**config.mk**
```make
export PLATFORM = sky130hd
export DESIGN_NAME = trial_division_prime_test_core
export DESIGN_NICKNAME = d
export VERILOG_FILES = /design/src/tdpt_pkg.sv /design/src/tdpt_mod_unit.sv /design/src/trial_division_prime_test_core.sv
export SDC_FILE = /design/constraint.sdc
export NUM_CORES = 1
export LEC_CHECK = 0
export ABC_AREA = 0
export BUFFER_PORTS_ARGS = -buffer_cell sky130_fd_sc_hd__buf_2
export CELL_PAD_IN_SITES_DETAIL_PLACEMENT = 1
export CELL_PAD_IN_SITES_GLOBAL_PLACEMENT = 2
export CORE_MARGIN = 8
export CORE_UTILIZATION = 45
export CTS_CLUSTER_SIZE = 40
export DETAILED_ROUTE_END_ITERATION = 10
export PLACE_DENSITY = 0.88
export SKIP_LAST_GASP = 1
export SYNTH_ARGS = -nofsm -noshare
export SYNTH_HDL_FRONTEND = slang
export SYNTH_SLANG_ARGS = --single-unit
```
**constraint.sdc**
```tcl
create_clock -name clk -period 15.1 [get_ports clk]
set_input_delay 3.02 -clock clk [delete_from_list [all_inputs] [get_ports clk]]
set_output_delay 3.02 -clock clk [all_outputs]
set_load 0.005 [all_outputs]
```
**src/tdpt_pkg.sv**
```systemverilog
// ----------------------------------------------------------------------------
// tdpt_pkg
// Shared widths and types for the trial division prime test core.
// ----------------------------------------------------------------------------
package tdpt_pkg;

    localparam int CAND_W = 32;
    localparam int DIV_W  = CAND_W / 2 + 1;
    localparam int SQ_W   = 2 * DIV_W;
    localparam int CNT_W  = $clog2(CAND_W);

    typedef struct packed {
        logic start;
    } mod_ctrl_t;

    typedef struct packed {
        logic done;
        logic rem_zero;
    } mod_stat_t;

endpackage

```
**src/tdpt_mod_unit.sv**
```systemverilog
// ----------------------------------------------------------------------------
// tdpt_mod_unit
// Bit-serial restoring modulo: one candidate bit per cycle into the remainder.
// ----------------------------------------------------------------------------
module tdpt_mod_unit
    import tdpt_pkg::*;
(
    input  logic              clk,
    input  logic              rst_n,
    input  mod_ctrl_t         ctrl,
    input  logic [CAND_W-1:0] dividend,
    input  logic [DIV_W-1:0]  divisor,
    output mod_stat_t         stat
);

    logic              busy_reg,  busy_next;
    logic              done_reg,  done_next;
    logic [CNT_W-1:0]  cnt_reg,   cnt_next;
    logic [CAND_W-1:0] shift_reg, shift_next;
    logic [DIV_W-1:0]  div_reg,   div_next;
    logic [DIV_W-1:0]  rem_reg,   rem_next;
    logic [DIV_W:0]    trial;
    logic [DIV_W:0]    diff;

    always_comb
    begin
        busy_next  = busy_reg;
        done_next  = 1'b0;
        cnt_next   = cnt_reg;
        shift_next = shift_reg;
        div_next   = div_reg;
        rem_next   = rem_reg;
        trial      = {rem_reg, shift_reg[CAND_W-1]};
        diff       = trial - {1'b0, div_reg};
        if (ctrl.start)
        begin
            busy_next  = 1'b1;
            cnt_next   = '0;
            shift_next = dividend;
            div_next   = divisor;
            rem_next   = '0;
        end
        else if (busy_reg)
        begin
            shift_next = {shift_reg[CAND_W-2:0], 1'b0};
            if (!diff[DIV_W])
                rem_next = diff[DIV_W-1:0];
            else
                rem_next = trial[DIV_W-1:0];
            cnt_next = cnt_reg + 1'b1;
            if (cnt_reg == CNT_W'(CAND_W - 1))
            begin
                busy_next = 1'b0;
                done_next = 1'b1;
            end
        end
    end

    always_ff @(posedge clk or negedge rst_n)
    begin
        if (!rst_n)
        begin
            busy_reg <= 1'b0;
            done_reg <= 1'b0;
            cnt_reg  <= '0;
        end
        else
        begin
            busy_reg <= busy_next;
            done_reg <= done_next;
            cnt_reg  <= cnt_next;
        end
    end

    always_ff @(posedge clk)
    begin
        shift_reg <= shift_next;
        div_reg   <= div_next;
        rem_reg   <= rem_next;
    end

    assign stat.done     = done_reg;
    assign stat.rem_zero = (rem_reg == '0);

endmodule

```
**src/trial_division_prime_test_core.sv**
```systemverilog
// ----------------------------------------------------------------------------
// trial_division_prime_test_core
// Primality test of a 32-bit candidate by trial division with odd divisors.
// ----------------------------------------------------------------------------
// One candidate is tested at a time. The divisors 3, 5, 7, ... are tried while
// d*d <= candidate; each tried divisor takes one bound check, a bit-serial
// modulo over the 32 candidate bits and a read of its remainder. A verdict
// waits in ST_FIN until the output register is free. The bound d*d is kept as
// a running square. The result sits in an output register, so the next
// candidate is taken while it waits.
// ----------------------------------------------------------------------------
module trial_division_prime_test_core
    import tdpt_pkg::*;
(
    input  logic              clk,
    input  logic              rst_n,
    input  logic              in_valid,
    output logic              in_ready,
    input  logic [CAND_W-1:0] candidate,
    output logic              out_valid,
    input  logic              out_ready,
    output logic              is_prime
);

    localparam logic [1:0] ST_IDLE  = 2'd0;
    localparam logic [1:0] ST_CHECK = 2'd1;
    localparam logic [1:0] ST_WAIT  = 2'd2;
    localparam logic [1:0] ST_FIN   = 2'd3;

    logic [1:0]        state_reg,  state_next;
    logic              ovalid_reg, ovalid_next;
    logic              oprime_reg, oprime_next;
    logic              res_reg,    res_next;
    logic [CAND_W-1:0] n_reg,      n_next;
    logic [DIV_W-1:0]  d_reg,      d_next;
    logic [SQ_W-1:0]   sq_reg,     sq_next;
    mod_ctrl_t         mctrl;
    mod_stat_t         mstat;

    tdpt_mod_unit u_mod (
        .clk      (clk),
        .rst_n    (rst_n),
        .ctrl     (mctrl),
        .dividend (n_reg),
        .divisor  (d_reg),
        .stat     (mstat)
    );

    assign in_ready = (state_reg == ST_IDLE);

    always_comb
    begin
        state_next  = state_reg;
        ovalid_next = ovalid_reg;
        oprime_next = oprime_reg;
        res_next    = res_reg;
        n_next      = n_reg;
        d_next      = d_reg;
        sq_next     = sq_reg;
        mctrl.start = 1'b0;
        if (ovalid_reg && out_ready)
            ovalid_next = 1'b0;
        unique case (state_reg)
            ST_IDLE:
            begin
                if (in_valid)
                begin
                    n_next     = candidate;
                    d_next     = DIV_W'(3);
                    sq_next    = SQ_W'(9);
                    state_next = ST_CHECK;
                end
            end
            ST_CHECK:
            begin
                if (sq_reg > SQ_W'(n_reg))
                begin
                    res_next   = 1'b1;
                    state_next = ST_FIN;
                end
                else
                begin
                    mctrl.start = 1'b1;
                    state_next  = ST_WAIT;
                end
            end
            ST_WAIT:
            begin
                if (mstat.done)
                begin
                    if (mstat.rem_zero)
                    begin
                        res_next   = 1'b0;
                        state_next = ST_FIN;
                    end
                    else
                    begin
                        d_next     = d_reg + DIV_W'(2);
                        sq_next    = sq_reg + SQ_W'({d_reg, 2'b00}) + SQ_W'(4);
                        state_next = ST_CHECK;
                    end
                end
            end
            ST_FIN:
            begin
                if (!ovalid_next)
                begin
                    ovalid_next = 1'b1;
                    oprime_next = res_reg;
                    state_next  = ST_IDLE;
                end
            end
            default:
            begin
                state_next = ST_IDLE;
            end
        endcase
    end

    always_ff @(posedge clk or negedge rst_n)
    begin
        if (!rst_n)
        begin
            state_reg  <= ST_IDLE;
            ovalid_reg <= 1'b0;
        end
        else
        begin
            state_reg  <= state_next;
            ovalid_reg <= ovalid_next;
        end
    end

    always_ff @(posedge clk)
    begin
        oprime_reg <= oprime_next;
        res_reg    <= res_next;
        n_reg      <= n_next;
        d_reg      <= d_next;
        sq_reg     <= sq_next;
    end

    assign out_valid = ovalid_reg;
    assign is_prime  = oprime_reg;

endmodule

```
---- Yosys cells after proc, flatten, opt, wreduce, memory -nomap -nowiden ----
Cells that the tools add are included.
storage, ports and cells
  flip-flop bits (word level) ............. 161
cells by class
  reductions and logical operators ........ 11
  $add $sub $neg .......................... 5
  order comparisons ....................... 1
  bitwise operators ....................... 1
  mux-type cells .......................... 33
  equality and inequality tests ........... 10
operators with widths
  operator                                             number
  2-to-1 mux 34 bit                                    3
  2-to-1 mux 17 bit                                    4
  case mux 34 bit (2 select lines)                     1
  2-to-1 mux 32 bit                                    2
  adder 34 x 19 -> 34 bit                              1
  adder 34 x 3 -> 34 bit, second input constant        1
  greater-than comparator 34 x 32 -> 1 bit             1
  case mux 17 bit (2 select lines)                     1
  subtractor 18 x 17 -> 18 bit                         1
  adder 17 x 2 -> 17 bit, second input constant        1
  logical NOT 17 bit                                   1
  2-to-1 mux 1 bit                                     14
  2-to-1 mux 5 bit                                     2
  != test 2 bit, second input constant                 5
  2-to-1 mux 2 bit                                     4
  case mux 2 bit (4 select lines)                      1
  AND reduction 4 bit                                  2
  nonzero test 2 bit                                   3
  adder 5 x 1 -> 5 bit, second input constant          1
  equality test 5 bit, second input constant           1
  equality test 2 bit, second input constant           2
  AND reduction 2 bit                                  2
  AND reduction 3 bit                                  1
  equality test 2 x 1 -> 1 bit, second input constant  1
  5 further kinds                                      5

---- Longest topological paths before layout ----
  depth in word-level cells ............... 5
  gate-level depth with buffers ........... 11
  depth with buffers taken out ............ 10

---- Modules after synthesis ----
Synthesis repeated with hierarchy kept, for this count alone.
unflattened totals
  cells, all modules ...................... 892
  area total of the unflattened synthesis .. 9421.5 µm²
by module, submodules not included
  module                          sequential area each (µm²)  area an instance (µm²)  cells each  times used
  trial_division_prime_test_core  2507.4                      5462.7                  543         1
  tdpt_mod_unit                   1986.9                      3958.8                  349         1

---- Worst setup path before layout ----
No wires, ideal clock.
  path kind ............................... input-to-reg
  start ................................... input in_valid
  end ..................................... register d_reg[10], enable pin
  stages on the path ...................... 2
  path buffers ............................ 0
  arrival ................................. 6288 ps
  setup time .............................. 510 ps
  data required time ...................... 14590 ps
  path slack .............................. 8302 ps
  cells stage by stage .................... mux2i_1 -> nor3_1
between the ends
  longest elaborated chain between the ends .. 2
ends and longest elaborated chain
  what                           RTL line                               RTL
  start: declaration             trial_division_prime_test_core.sv:17   input logic in_valid,
  != test 2 bit (no line)        -
  AND reduction 4 bit (no line)  -
  end signal: assignment         trial_division_prime_test_core.sv:139  d_reg <= d_next;
  end: declaration               trial_division_prime_test_core.sv:35   logic [DIV_W-1:0] d_reg, d_next;
No other way between the ends.
A chain may end at the register's enable or synchronous reset.

---- Worst setup path after layout ----
  start ................................... register state_reg[1]
  end ..................................... output in_ready
between the ends
  longest elaborated chain between the ends .. 1
ends and longest elaborated chain
  what                      RTL line                               RTL
  start: declaration        trial_division_prime_test_core.sv:30   logic [1:0] state_reg, state_next;
  start signal: assignment  trial_division_prime_test_core.sv:129  state_reg <= state_next;
  logical NOT 2 bit         trial_division_prime_test_core.sv:49   assign in_ready = (state_reg == ST_IDLE);
  end: declaration          trial_division_prime_test_core.sv:18   output logic in_ready,
No other way between the ends.

==> out/summary.log <==
qor: outcome.status finished, final reports clean
qor: logic_synthesis.async_set_reset_flop_share_out_of_synthesis 6.410%
qor: routing.dr.pass1.iters 4
qor: logic_synthesis.yosys_register_bits 156
qor: logic_synthesis.synthCells 797
qor: worst_setup_path.setup.reg_to_reg.worst_slack 10.90 ns
qor: worst_setup_path.worst-endpoint-arrival 1.24 ns
qor: final_layout.finish.instance_area 9736 um2
qor: grt.total_grt_overflow 0
qor: logic_synthesis.synthesized_area_per_cell 10.92 um2
qor: timing.fin_setup_tns 0 ns
qor: pwr.share_of_power_burned_in_combinational_logic 42.7%
qor: timing.worst_slew_margin_rel 10.73%
qor: die.pin_count 39
qor: routing.drcViolationCount 0
qor: worst_setup_path.r2r_start sq_reg[30]$_SDFFCE_PN0P_
qor: timing.post-route-worst-setup-slack 10.84 ns
qor: timing.skew 0.01244 ns
qor: logic_synthesis.synth-edff-count 129
qor: cts.clock-root-buffer clkbuf_16
qor: grt.grt_start_max_net_pins 81
qor: routing.wl 21,080 um
qor: cts.hold_buffers 0
qor: timing.tightestPinTransition 1.305 ns
qor: worst_setup_path.critical_path.endpoint_type output port
qor: die.core-area 19,210 um2
qor: logic_synthesis.synth_flop_cell edfxtp_1
qor: pwr.power_switching_share 39.88%
qor: die.initial_utilization 45.33%
qor: cts.cts_sinks 156
qor: placement.dp_hpwl 15,600 um
qor: pwr.total_leakage_power 0.004033 uW
qor: min_path.hold_depth 0
qor: placement.preCtsSetupSlack 10.78 ns
qor: timing.report.final.slew_viol_count 0
qor: die.die_width 155.1 um
qor: worst_setup_path.crit_type flip-flop to output port
qor: timing.rsz0062_at_grt false
qor: routing.drt.antenna.violating_nets 0
qor: pwr.power_per_cell_area 213.5 nW/um2
qor: min_path.worst_hold_launch res_reg$_DFFE_PP_
qor: pwr.power.share.sequential 38.2%
qor: routing.violation_count_after_the_first_detailed_routing_iteration 351
qor: pwr.vdd_drop_max 83.24 uV
qor: final_layout.layout-drive-gt1-share 10.55%
qor: timing.achievable_freq 234.9 MHz
qor: logic_synthesis.synthTopCellsByArea edfxtp_1, ha_1, dfxtp_1
qor: min_path.worstHoldPathType flip-flop to flip-flop
qor: timing.timing.final.hold_violations 0
qor: routing.dr_total_vias 6,200
qor: cts.longest_clk_path_bufs 2
qor: cts.cts_made_buffers 17
qor: worst_setup_path.worstSetupStartpointType flip-flop
qor: cts.worst_skew_pair_later_pin_latency 0.43 ns
qor: routing.wl_met1 9692 um
qor: grt.grt_util_all_layers 18.31%
qor: placement.postPlaceCellArea 9194 um2
qor: worst_setup_path.cp_data_required_time 12.08 ns
qor: logic_synthesis.synth_top_area_share 44.49%
qor: grt.grt_first_pass_wirelength 34,890 um
qor: pwr.p_int 1250 uW
qor: placement.buffer_ports.inserted 38
qor: timing.finalCriticalPeriod 4.258 ns
qor: grt.antenna_found_initial 0
qor: timing.fin_crit_sh 28.20%
qor: job.max-cap-violations 0
qor: worst_setup_path.worst_r2r_path_depth 10
qor: logic_synthesis.syn-cell-area 8707 um2
qor: logic_synthesis.top_cell_type_by_total_area_after_synthesis edfxtp_1
qor: timing.finalSetupViolations 0
qor: routing.met3RoutedLength 707 um
qor: cts.cts-htree-levels 4
qor: die.die_y 155.1 um
qor: cts.cts_tree yes
qor: final_layout.nNetsFinal 958
qor: pwr.netSwitchingPower 828.9 uW
qor: logic_synthesis.ys_seq_area_share 51.27%
qor: final_layout.num_antenna_cells 0
qor: routing.post_drt_wl_per_cell 18.85 um
qor: logic_synthesis.number_of_warnings_printed_during_yosys_synthesis 0
qor: routing.met2RoutedLength 10,450 um
qor: cts.cts_setup_buffers 0
qor: routing.avgViaCountPerCell 5.546
qor: routing.topRoutingLayerUsed met4
qor: pwr.power_frac_clock 19.1%
qor: die.die_area 24,060 um2
qor: worst_setup_path.reg2reg_to u_mod.shift_reg[7]$_DFFE_PP_
qor: final_layout.flow.area_growth_from_synthesis 11.81%
qor: placement.finalWeightedCongestion 0.7879
qor: min_path.hold_path_end is_prime$_DFFE_PP_
qor: logic_synthesis.yosys.cell_types.count 59
qor: worst_setup_path.critical_path_peak_fanout 8
qor: final_layout.fin_util 50.69%
qor: die.row_count 51
qor: cts.post_cts.resized_instances 0
qor: cts.clk_pin_slew_worst_paths 0.07 ns
qor: logic_synthesis.synthMostInstantiatedCell edfxtp_1
qor: grt.first_global_vias 6,690
qor: logic_synthesis.synth_common_cells edfxtp_1, ha_1, o21ai_0, nand2_1, nor2_1
qor: logic_synthesis.syn-num-nets 915
## cell type report
cell class,instances,area [um2]
fillers,2091,9472
flip-flops and latches,156,4464
multi-input cells,561,3938
clock buffers,17,425.4
well taps,265,331.6
repair buffers,44,235.2
inverters,60,225.2
clock inverters,15,116.4
## power by group through the flow
stage	Sequential (uW)	Combinational, uW	Clock (uW)
2_1_floorplan	745	688	0
3_3_place_gp	790	830	0
3_5_place_dp	802	886	0
4_1_cts	794	896	406
5_1_grt	813	1000	419
6_report	793	888	398
## worst max-delay path, stage by stage (launching register included)
cell and delay [ns]:
dfrtp_1 0.49, nor2_1 0.19, buf_2 0.14
## worst max-delay path by stage
stage | slack, ns | endpoint | start
2_1_floorplan | 8.30 | d_reg[10]$_SDFFCE_PN0P_ | in_valid
3_3_place_gp | 10.82 | sq_reg[5]$_SDFFCE_PN0P_ | in_valid
3_5_place_dp | 10.78 | n_reg[5]$_DFFE_PP_ | in_valid
4_1_cts | 10.83 | in_ready | state_reg[1]$_DFFE_PN0P_
5_1_grt | 10.72 | u_mod.shift_reg[7]$_DFFE_PP_ | sq_reg[30]$_SDFFCE_PN0P_
6_report | 10.84 | in_ready | state_reg[1]$_DFFE_PN0P_
## layer usage
metal	vias up	track usage (%)
met3	16	3.329
met5	-	0
met2	77	31.56
met4	0	5.273
met1	3096	23.05
li1	3011	-
## cells in the final DEF, fill, tap and decap left out, types with 3 or more instances in the layout
cell type and count:
a31oi_1 3, a21o_1 23, nor2_1 63, dfxtp_1 17, a31o_2 3, ha_1 80, nor4_1 8, a21oi_1 53
clkbuf_16 17, o21ai_0 66, nor3_1 9, nand4_1 12, buf_4 6, nand3_1 15, xor2_1 20, and2_1 7
mux2i_1 15, a221oi_1 3, o211ai_1 9, o21a_1 7, dfrtp_1 10, nor2b_1 4, buf_2 38, nand2b_1 3
and4_1 4, and3_1 8, clkinv_1 3, inv_1 58, clkinvlp_4 6, o21bai_1 5, or3_1 9, inv_6 3
xnor2_1 30, edfxtp_1 129, a2111oi_0 3, nand2_1 64
## kinds of logic (layout without fill, tap and decap cells)
logic type / count (synthesis) / in the layout / share of synthesized area, %
compound gates: 193 / 193 / 13.81
xor+xnor: 51 / 51 / 5.216
fa+ha+maj: 82 / 82 / 11.96
buf+inv: 80 / 136 / 3.578
flops: 156 / 156 / 51.27
mux: 18 / 18 / 2.199
simple gates: 217 / 217 / 11.97
## stage by stage
stage / std cells / power (uW) / hold slack, ns
after global routing: 1118 / 2237 / 0.4500
final: 1118 / 2079 / 0.4267
after global placement: 1086 / 1620 / 0.4106
after detailed placement: 1086 / 1688 / 0.4152
after CTS: 1118 / 2096 / 0.4315
after floorplan: 797 / 1434 / 0.4003
No activity file was read; power rests on OpenSTA's default activity.
